### src/hdl/mcma_pkg.sv
`default_nettype none
package mcma_pkg;

  localparam int CODE_W      = 10;
  localparam int CONV_W      = 2;
  localparam int AVG_W       = 13;
  localparam int CHAN_W      = 3;
  localparam int SLOT_W      = 6;
  localparam int MASK_W      = 8;
  localparam int CFG_INDEX_W = 1;

  localparam int CAPTURE_CHANNEL = 3;
  localparam int Q8_SHIFT        = 9;
  localparam int SCALE_STEP      = 73;
  localparam int FIFO_DEPTH      = 6;

  localparam logic [CFG_INDEX_W-1:0] REG_PROCESSING_ENABLE = 1'd0;
  localparam logic [CFG_INDEX_W-1:0] REG_CHANNEL_MASK      = 1'd1;

  typedef struct packed {
    logic signed [AVG_W-1:0] average_q8;
    logic [CHAN_W-1:0]       full_channel;
    logic [CHAN_W-1:0]       next_channel;
    logic                    group_pin_level;
    logic                    capture_valid;
    logic [SLOT_W-1:0]       capture_slot;
    logic                    processed;
  } res_t;

endpackage
`default_nettype wire

### src/hdl/mcma_fifo.sv
`default_nettype none
module mcma_fifo #(
  parameter int DEPTH = 6
) (
  input  wire logic          clk,
  input  wire logic          rst,
  input  wire logic          push,
  input  wire mcma_pkg::res_t push_data,
  input  wire logic          pop,
  output logic               valid,
  output mcma_pkg::res_t     data
);

  localparam int PTR_W = (DEPTH > 1) ? $clog2(DEPTH) : 1;
  localparam int CNT_W = $clog2(DEPTH + 1);

  mcma_pkg::res_t    entries [DEPTH];
  logic [PTR_W-1:0]  wr_ptr;
  logic [PTR_W-1:0]  rd_ptr;
  logic [CNT_W-1:0]  count;
  logic              do_pop;

  assign valid  = (count != '0);
  assign data   = entries[rd_ptr];
  assign do_pop = pop && valid;

  always_ff @(posedge clk) begin
    if (push) begin
      entries[wr_ptr] <= push_data;
    end
  end

  always_ff @(posedge clk) begin
    if (rst) begin
      wr_ptr <= '0;
      rd_ptr <= '0;
      count  <= '0;
    end else begin
      if (push) begin
        wr_ptr <= (wr_ptr == PTR_W'(DEPTH - 1)) ? '0 : wr_ptr + PTR_W'(1);
      end
      if (do_pop) begin
        rd_ptr <= (rd_ptr == PTR_W'(DEPTH - 1)) ? '0 : rd_ptr + PTR_W'(1);
      end
      count <= count + CNT_W'(push) - CNT_W'(do_pop);
    end
  end

endmodule
`default_nettype wire

### src/hdl/mcma_div.sv
`default_nettype none
module mcma_div #(
  parameter int WINDOW_LEN = 10,
  localparam int SUM_W = mcma_pkg::CODE_W + $clog2(WINDOW_LEN)
) (
  input  wire logic                    clk,
  input  wire logic                    rst,
  input  wire logic                    sum_valid,
  input  wire logic signed [SUM_W-1:0] sum,
  input  wire mcma_pkg::res_t          side,
  output logic                         res_valid,
  output mcma_pkg::res_t               res
);

  localparam longint unsigned DIVISOR = longint'(WINDOW_LEN) * mcma_pkg::SCALE_STEP;
  localparam longint unsigned RECIP   =
    (longint'(1) << (SUM_W + mcma_pkg::Q8_SHIFT)) / DIVISOR;
  localparam int R_W = $clog2(RECIP + 1);
  localparam int D_W = $clog2(DIVISOR + 1);
  localparam int P_W = SUM_W + R_W;
  localparam int M_W = R_W + D_W;
  localparam int N_W = SUM_W + mcma_pkg::Q8_SHIFT;

  logic               a_valid;
  logic               a_neg;
  logic [SUM_W-1:0]   a_mag;
  mcma_pkg::res_t     a_side;

  logic               b_valid;
  logic               b_neg;
  logic [SUM_W-1:0]   b_mag;
  logic [P_W-1:0]     b_prod;
  mcma_pkg::res_t     b_side;

  logic               c_valid;
  logic               c_neg;
  logic [SUM_W-1:0]   c_mag;
  logic [R_W-1:0]     c_q;
  logic [N_W-1:0]     c_qd;
  mcma_pkg::res_t     c_side;

  logic [R_W-1:0]     q_est;
  logic [N_W-1:0]     num;
  logic [N_W-1:0]     rem;
  logic [R_W:0]       q_fix;
  logic signed [mcma_pkg::AVG_W-1:0] avg_mag;

  always_ff @(posedge clk) begin
    if (rst) begin
      a_valid <= 1'b0;
      b_valid <= 1'b0;
      c_valid <= 1'b0;
    end else begin
      a_valid <= sum_valid;
      b_valid <= a_valid;
      c_valid <= b_valid;
    end
  end

  assign q_est = R_W'(b_prod >> SUM_W);

  always_ff @(posedge clk) begin
    a_neg  <= sum[SUM_W-1];
    a_mag  <= sum[SUM_W-1] ? SUM_W'(-sum) : SUM_W'(sum);
    a_side <= side;

    b_neg  <= a_neg;
    b_mag  <= a_mag;
    b_prod <= P_W'(a_mag) * P_W'(RECIP);
    b_side <= a_side;

    c_neg  <= b_neg;
    c_mag  <= b_mag;
    c_q    <= q_est;
    c_qd   <= N_W'(M_W'(q_est) * M_W'(DIVISOR));
    c_side <= b_side;
  end

  always_comb begin
    num     = N_W'(c_mag) << mcma_pkg::Q8_SHIFT;
    rem     = num - c_qd;
    q_fix   = (R_W + 1)'(c_q) + (R_W + 1)'(rem >= N_W'(DIVISOR));
    avg_mag = mcma_pkg::AVG_W'(q_fix);
    res     = c_side;
    if (!c_side.processed) begin
      res.average_q8 = '0;
    end else if (c_neg) begin
      res.average_q8 = -avg_mag;
    end else begin
      res.average_q8 = avg_mag;
    end
  end

  assign res_valid = c_valid;

endmodule
`default_nettype wire

### src/hdl/multichannel_adc_moving_average.sv
`default_nettype none
// Channel    Handshake                    Payload
// sample     sample_valid / sample_stall  sample_code, converter_channel
// result     result_valid / result_stall  average_q8, full_channel, next_channel,
//                                         group_pin_level, capture_valid,
//                                         capture_slot, processed
// config     cfg_write                    cfg_index, cfg_data
//
// One request per cycle sustained while sample_stall is low. The accepting edge
// issues the sum and history reads, the next cycle does the read-modify-write, the
// divider's a, b and c registers follow, then the result is queued until popped.
// Reset clears the per-channel slot pointers and fill flags at once; no sweep.
// A stalled result queue holds requests in flight; sample_stall rises when the
// queue plus the pipeline hold six requests.
module multichannel_adc_moving_average #(
  parameter int NUM_CHANNELS  = 8,
  parameter int WINDOW_LEN    = 10,
  parameter int CAPTURE_DEPTH = 50
) (
  input  wire logic                                  clk,
  input  wire logic                                  rst,
  input  wire logic                                  sample_valid,
  output logic                                       sample_stall,
  input  wire logic [mcma_pkg::CODE_W-1:0]           sample_code,
  input  wire logic [mcma_pkg::CONV_W-1:0]           converter_channel,
  output logic                                       result_valid,
  input  wire logic                                  result_stall,
  output logic signed [mcma_pkg::AVG_W-1:0]          average_q8,
  output logic [mcma_pkg::CHAN_W-1:0]                full_channel,
  output logic [mcma_pkg::CHAN_W-1:0]                next_channel,
  output logic                                       group_pin_level,
  output logic                                       capture_valid,
  output logic [mcma_pkg::SLOT_W-1:0]                capture_slot,
  output logic                                       processed,
  input  wire logic                                  cfg_write,
  input  wire logic [mcma_pkg::CFG_INDEX_W-1:0]      cfg_index,
  input  wire logic [mcma_pkg::MASK_W-1:0]           cfg_data
);

  localparam int ACT_W      = $clog2(NUM_CHANNELS);
  localparam int SL_W       = $clog2(WINDOW_LEN);
  localparam int HIST_DEPTH = NUM_CHANNELS * WINDOW_LEN;
  localparam int HA_W       = $clog2(HIST_DEPTH);
  localparam int CP_W       = $clog2(CAPTURE_DEPTH);
  localparam int SUM_W      = mcma_pkg::CODE_W + $clog2(WINDOW_LEN);
  localparam int OCC_W      = $clog2(mcma_pkg::FIFO_DEPTH + 1);

  logic                       processing_enable;
  logic [mcma_pkg::MASK_W-1:0] channel_enable_mask;
  logic [ACT_W-1:0]           active_channel;
  logic [CP_W-1:0]            capture_pointer;
  logic [SL_W-1:0]            oldest_slot [NUM_CHANNELS];
  logic                       wrapped [NUM_CHANNELS];
  logic [OCC_W-1:0]           occ;

  logic signed [SUM_W-1:0]              sum_mem [NUM_CHANNELS];
  logic signed [mcma_pkg::CODE_W-1:0]   hist_mem [HIST_DEPTH];
  logic signed [SUM_W-1:0]              sum_rd;
  logic signed [mcma_pkg::CODE_W-1:0]   hist_rd;

  logic                       sample_accept;
  logic                       result_accept;
  logic                       do_update;
  logic [3:0]                 act4;
  logic [3:0]                 nx4;
  logic [ACT_W-1:0]           full;
  logic [ACT_W-1:0]           nx;
  logic [SL_W-1:0]            slot_cur;
  logic                       wrap_cur;
  logic [HA_W-1:0]            hidx;
  logic signed [mcma_pkg::CODE_W-1:0] centred;
  logic                       is_capture;
  mcma_pkg::res_t             side;

  logic                       s1_valid;
  logic                       s1_proc;
  logic [ACT_W-1:0]           s1_full;
  logic [HA_W-1:0]            s1_hidx;
  logic signed [mcma_pkg::CODE_W-1:0] s1_centred;
  logic                       s1_sum_ok;
  logic                       s1_hist_ok;
  mcma_pkg::res_t             s1_side;

  logic                       fwd_valid;
  logic [ACT_W-1:0]           fwd_ch;
  logic signed [SUM_W-1:0]    fwd_sum;

  logic signed [SUM_W-1:0]    base_sum;
  logic signed [mcma_pkg::CODE_W-1:0] old_sample;
  logic signed [SUM_W-1:0]    new_sum;
  logic                       s1_write;

  logic                       div_valid;
  mcma_pkg::res_t             div_res;
  mcma_pkg::res_t             out_res;

  function automatic logic [ACT_W-1:0] wrap_channel(input logic [4:0] raw);
    logic [4:0] r;
    r = raw;
    for (int i = 0; i < 4; i++) begin
      if (r >= 5'(NUM_CHANNELS)) begin
        r = r - 5'(NUM_CHANNELS);
      end
    end
    return ACT_W'(r);
  endfunction

  assign sample_stall  = (occ == OCC_W'(mcma_pkg::FIFO_DEPTH));
  assign sample_accept = sample_valid && !sample_stall;
  assign result_accept = result_valid && !result_stall;
  assign do_update     = sample_accept && processing_enable;

  always_ff @(posedge clk) begin
    if (rst) begin
      processing_enable   <= 1'b1;
      channel_enable_mask <= '1;
    end else if (cfg_write) begin
      case (cfg_index)
        mcma_pkg::REG_PROCESSING_ENABLE: processing_enable <= cfg_data[0];
        mcma_pkg::REG_CHANNEL_MASK:      channel_enable_mask <= cfg_data;
        default: ;
      endcase
    end
  end

  // Round-robin scan: the nearest enabled channel after the active one wins.
  always_comb begin
    logic [4:0] c;
    nx = active_channel;
    for (int k = NUM_CHANNELS - 1; k >= 1; k--) begin
      c = 5'(active_channel) + 5'(k);
      if (c >= 5'(NUM_CHANNELS)) begin
        c = c - 5'(NUM_CHANNELS);
      end
      if (c < 5'(mcma_pkg::MASK_W) && channel_enable_mask[c[2:0]]) begin
        nx = ACT_W'(c);
      end
    end
  end

  always_comb begin
    act4       = 4'(active_channel);
    nx4        = 4'(nx);
    full       = wrap_channel({2'b00, act4[2], converter_channel});
    slot_cur   = oldest_slot[full];
    wrap_cur   = wrapped[full];
    hidx       = HA_W'(full * WINDOW_LEN + slot_cur);
    // centre at mid-scale: flip the top bit
    centred    = {~sample_code[mcma_pkg::CODE_W-1], sample_code[mcma_pkg::CODE_W-2:0]};
    is_capture = (5'(full) == 5'(mcma_pkg::CAPTURE_CHANNEL));

    side = '0;
    if (processing_enable) begin
      side.full_channel    = mcma_pkg::CHAN_W'(full);
      side.next_channel    = mcma_pkg::CHAN_W'(nx);
      side.group_pin_level = ~nx4[2];
      side.capture_valid   = is_capture;
      side.capture_slot    = is_capture ? mcma_pkg::SLOT_W'(capture_pointer) : '0;
      side.processed       = 1'b1;
    end else begin
      side.next_channel    = mcma_pkg::CHAN_W'(active_channel);
      side.group_pin_level = ~act4[2];
    end
  end

  always_ff @(posedge clk) begin
    if (rst) begin
      active_channel  <= '0;
      capture_pointer <= '0;
      for (int i = 0; i < NUM_CHANNELS; i++) begin
        oldest_slot[i] <= '0;
        wrapped[i]     <= 1'b0;
      end
    end else if (do_update) begin
      active_channel <= nx;
      if (slot_cur == SL_W'(WINDOW_LEN - 1)) begin
        oldest_slot[full] <= '0;
        wrapped[full]     <= 1'b1;
      end else begin
        oldest_slot[full] <= slot_cur + SL_W'(1);
      end
      if (is_capture) begin
        capture_pointer <= (capture_pointer == CP_W'(CAPTURE_DEPTH - 1)) ?
                           '0 : capture_pointer + CP_W'(1);
      end
    end
  end

  always_ff @(posedge clk) begin
    if (rst) begin
      s1_valid <= 1'b0;
    end else begin
      s1_valid <= sample_accept;
    end
  end

  always_ff @(posedge clk) begin
    if (sample_accept) begin
      s1_proc    <= processing_enable;
      s1_full    <= full;
      s1_hidx    <= hidx;
      s1_centred <= centred;
      s1_sum_ok  <= wrap_cur || (slot_cur != '0);
      s1_hist_ok <= wrap_cur;
      s1_side    <= side;
    end
  end

  always_comb begin
    s1_write   = s1_valid && s1_proc;
    base_sum   = (fwd_valid && fwd_ch == s1_full) ? fwd_sum :
                 (s1_sum_ok ? sum_rd : '0);
    old_sample = s1_hist_ok ? hist_rd : '0;
    new_sum    = base_sum - SUM_W'(old_sample) + SUM_W'(s1_centred);
  end

  always_ff @(posedge clk) begin
    if (do_update) begin
      sum_rd <= sum_mem[full];
    end
    if (s1_write) begin
      sum_mem[s1_full] <= new_sum;
    end
  end

  always_ff @(posedge clk) begin
    if (do_update) begin
      hist_rd <= hist_mem[hidx];
    end
    if (s1_write) begin
      hist_mem[s1_hidx] <= s1_centred;
    end
  end

  // Forward the sum written at the edge where the next request read it.
  always_ff @(posedge clk) begin
    if (rst) begin
      fwd_valid <= 1'b0;
    end else begin
      fwd_valid <= s1_write;
    end
  end

  always_ff @(posedge clk) begin
    if (s1_write) begin
      fwd_ch  <= s1_full;
      fwd_sum <= new_sum;
    end
  end

  mcma_div #(
    .WINDOW_LEN(WINDOW_LEN)
  ) u_div (
    .clk      (clk),
    .rst      (rst),
    .sum_valid(s1_valid),
    .sum      (new_sum),
    .side     (s1_side),
    .res_valid(div_valid),
    .res      (div_res)
  );

  mcma_fifo #(
    .DEPTH(mcma_pkg::FIFO_DEPTH)
  ) u_fifo (
    .clk      (clk),
    .rst      (rst),
    .push     (div_valid),
    .push_data(div_res),
    .pop      (result_accept),
    .valid    (result_valid),
    .data     (out_res)
  );

  always_ff @(posedge clk) begin
    if (rst) begin
      occ <= '0;
    end else begin
      occ <= occ + OCC_W'(sample_accept) - OCC_W'(result_accept);
    end
  end

  assign average_q8      = out_res.average_q8;
  assign full_channel    = out_res.full_channel;
  assign next_channel    = out_res.next_channel;
  assign group_pin_level = out_res.group_pin_level;
  assign capture_valid   = out_res.capture_valid;
  assign capture_slot    = out_res.capture_slot;
  assign processed       = out_res.processed;

  ap_occ_bound: assert property (@(posedge clk) disable iff (rst)
    occ <= OCC_W'(mcma_pkg::FIFO_DEPTH))
    else $error("request count exceeds queue depth");

  ap_result_counted: assert property (@(posedge clk) disable iff (rst)
    result_valid |-> occ != '0)
    else $error("result queued with no request counted");

  ap_hist_index: assert property (@(posedge clk) disable iff (rst)
    do_update |-> (32'(hidx) < HIST_DEPTH) && (32'(full) < NUM_CHANNELS))
    else $error("history address out of range");

  ap_capture_ptr: assert property (@(posedge clk) disable iff (rst)
    32'(capture_pointer) < CAPTURE_DEPTH)
    else $error("capture pointer out of range");

endmodule
`default_nettype wire
### config.mk
export PLATFORM = sky130hd
export DESIGN_NAME = multichannel_adc_moving_average
export DESIGN_NICKNAME = d
export VERILOG_FILES = /design/src/hdl/mcma_pkg.sv /design/src/hdl/mcma_fifo.sv /design/src/hdl/mcma_div.sv /design/src/hdl/multichannel_adc_moving_average.sv
export SDC_FILE = /design/constraint.sdc
export NUM_CORES = 2
export LEC_CHECK = 0
export BUFFER_PORTS_ARGS = -buffer_cell sky130_fd_sc_hd__buf_2
export CORE_UTILIZATION = 57
export CTS_CLUSTER_DIAMETER = 30
export CTS_CLUSTER_SIZE = 40
export DETAILED_ROUTE_END_ITERATION = 16
export PLACE_DENSITY = 0.81
export SYNTH_ARGS = -nofsm -noshare
export SYNTH_HDL_FRONTEND = slang
export SYNTH_SLANG_ARGS = --single-unit
### constraint.sdc
create_clock -name clk -period 6.3 [get_ports clk]
set_input_delay 1.89 -clock clk [delete_from_list [all_inputs] [get_ports clk]]
set_output_delay 1.89 -clock clk [all_outputs]
set_load 0.005 [all_outputs]
==> results.json <==
{
  "status": "completed",
  "end_kind": "flop",
  "fp.dieH_um": 325,
  "dieArea_sq_um": 105000,
  "place_congestion": 0.942,
  "overflow": 0,
  "grt_max_degree": 100,
  "r2r_slack_ns": 0.42,
  "synth_area_per_cell_sq_um": 15.6,
  "cts.hold.buffers_added": 0,
  "drive_gt1_share_pct": 16.1,
  "yosysSeqAreaShare_pct": 66.4,
  "period_needed_ns": 5.88,
  "r2r-start": "u_div.a_mag[5]",
  "slew_headroom_pct": 6.85,
  "grt_pass1_vias": 35259,
  "yosys_warnings": 0,
  "die_w_um": 325,
  "grtUsageTotal_pct": 26.9,
  "setup_viol": 0,
  "hold_ws_ns": 0.318,
  "io_pins": 56,
  "post_cts_resized": 0,
  "h-tree-depth": 4,
  "dr.pass1.iters": 9,
  "cts_max_path_buffers": 3,
  "grt_pass1_wl_um": 214000,
  "cts_made_buffers": 197,
  "post-route-period-util_pct": 93.4,
  "drt_iter0_markers": 4310,
  "highest_layer": "met4",
  "ys_seq_elements": 1373,
  "fmax_ghz": 0.170,
  "rows": 117,
  "dp_cells": 5166,
  "initial_utilization_pct": 57.9,
  "port_buffers": 55,
  "maxSlewViolCount": 0,
  "path_clk_slew_ns": 0.05,
  "post-cts-setup-buffers": 0,
  "routedWlPerCell_um": 25.6,
  "synth_top_flop_cell": "edfxtp_1",
  "drtAntennaViolNets": 0,
  "worstPathRequired_ns": 6.95,
  "hold_violations": 0,
  "drv_cap": 0,
  "hp-start": "u_div.b_mag[6]",
  "holdCritPathClass": "reg2reg",
  "rsz0062_at_grt": "no",
  "rr_worst_depth": 19,
  "whs_path_depth": 0,
  "min_to": "u_div.c_mag[6]",
  "antenna_found_initial": 0,
  "drc": 0,
  "wl_met2_um": 70600,
  "syn-instance-count": 3803,
  "critPathKind": "reg2reg",
  "syn_to_final_growth_pct": 15.4,
  "wl_met1_um": 51500,
  "async_flop_share_pct": 0,
  "worstPathArrival_ns": 6.53,
  "tightest_slew_ns": 1.39,
  "synth_fp_nets": 4158,
  "root_buffer": "clkbuf_16",
  "coreArea_sq_um": 102000,
  "routed_wl_um": 142000,
  "antennaDiodeCount": 0,
  "fin_ws_ns": 0.415,
  "pre_cts_slack_ns": 0.0228,
  "finalNonFillerCells": 5537,
  "insertion_delay_ns": 0.79,
  "vias": 34697,
  "fin_nets": 4352,
  "clkSinkCount": 1373,
  "skew_ns": 0.0498,
  "tritoncts": "built",
  "cp-start-kind": "flop",
  "path_max_fanout": 6,
  "syn_area_sq_um": 59300,
  "dp_hpwl_um": 81700,
  "tns_ns": 0,
  "synth_edf_count": 1190,
  "yosysUniqueCellTypes": 79,
  "dr_wl_met3_um": 13300,
  "nFillCells": 6288,
  "drt-vias-per-instance": 6.27,
  "rr_endpoint": "u_div.b_prod[27]"
}
[placed cells by master (no fill, tap or decap), types with 29 or more instances in the layout]
master	n
o21ai_0	66
buf_2	55
a21oi_1	125
ha_1	210
and3_1	30
dfxtp_1	181
mux2i_1	170
xnor2_1	62
mux4_2	112
and2_1	35
nor3_1	42
xor2_1	32
edfxtp_1	1190
o221ai_1	42
a22oi_1	78
fa_1	117
nand3_1	58
clkbuf_16	204
buf_4	93
inv_1	268
nor2_1	218
bufinv_16	29
nand2_1	166
a221oi_1	41
[worst max path at each step]
stage | slack (ns) | to | cells past startpoint | from
3_5_place_dp | 0.02 | hist_rd[9] | 15 | converter_channel[0]
6_report | 0.42 | u_div.b_prod[27] | 19 | u_div.a_mag[5]
5_1_grt | 0.08 | u_div.b_prod[27] | 19 | u_div.a_mag[5]
2_1_floorplan | 0.28 | hist_rd[8] | 18 | converter_channel[0]
3_3_place_gp | 0.19 | hist_rd[8] | 16 | converter_channel[0]
4_1_cts | 0.38 | u_div.b_prod[27] | 19 | u_div.a_mag[5]
[state kept, by name, indices dropped and copies added (netlist names), 15 cells and up, named ones only]
signal and flops:
u_div.b_side 15, hist_mem 800, u_fifo.entries 168, oldest_slot 32, u_div.a_side 15, u_div.res 15
sum_mem 112, u_div.c_qd 20
[per-layer routing]
metal / GRT usage [%] / vias to the layer above
met5: 0 / -
met4: 12.3 / 0
met3: 5.39 / 383
met2: 45.1 / 2170
met1: 33.9 / 17221
li1: - / 14923
[final cells by class]
type	instances	area, sq um	area share (%)
Inverter	272	1030	1.51
Tap cell	1368	1710	2.50
Clock inverter	144	1910	2.79
Multi-Input combinational cell	1998	18000	26.3
Timing Repair Buffer	155	1110	1.63
Clock buffer	227	5240	7.66
Sequential cell	1373	39400	57.6
[Yosys cell counts, types with 41 or more instances]
master       n  area (sq um)
fa_1       118          2360
nand3_1     58           290
nand2_1    166           623
a221oi_1    41           359
mux2i_1    170          1700
nor3_1      46           230
inv_1      270          1010
ha_1       211          2640
dfxtp_1    183          3660
clkbuf_1   117           439
o21ai_0     66           330
xnor2_1     64           561
mux4_2     112          2520
a21oi_1    125           626
o221ai_1    42           368
edfxtp_1  1190         35700
a22oi_1     78           586
nor2_1     226           848
[kinds of logic (layout without fill, tap and decap cells)]
logic type | Yosys count | count (layout) | synth area share [%]
compound gates | 573 | 573 | 6.73
xor+xnor | 96 | 96 | 1.42
fa+ha+maj | 329 | 329 | 8.44
buf+inv | 432 | 798 | 3.30
flops | 1373 | 1373 | 66.4
mux | 325 | 325 | 8.35
simple gates | 675 | 675 | 5.33
[per-stage QoR]
stage,utilization (%),cell area (sq um)
2_1_floorplan,-,59300
3_5_place_dp,59.8,61300
3_3_place_gp,59.8,61300
5_1_grt,66.8,68500
6_report,66.8,68500
4_1_cts,66.8,68400
[worst max-delay path, stage by stage, from the launching register on]
cell and delay (ns):
dfxtp_1 0.51, fa_1 0.48, ha_1 0.31, ha_1 0.28, inv_1 0.05, fa_1 0.50
fa_1 0.54, inv_1 0.06, fa_1 0.50, ha_1 0.23, a211oi_1 0.28, nand2_1 0.12
o31ai_1 0.47, buf_4 0.22, o21ai_0 0.14, a221oi_1 0.28, buf_4 0.18, o21ai_0 0.12
o41ai_1 0.41, xnor2_1 0.12
Power is left out: the tool's default activity adds up to more than one toggle a clock period on the data nets, which glitch-free logic cannot reach.
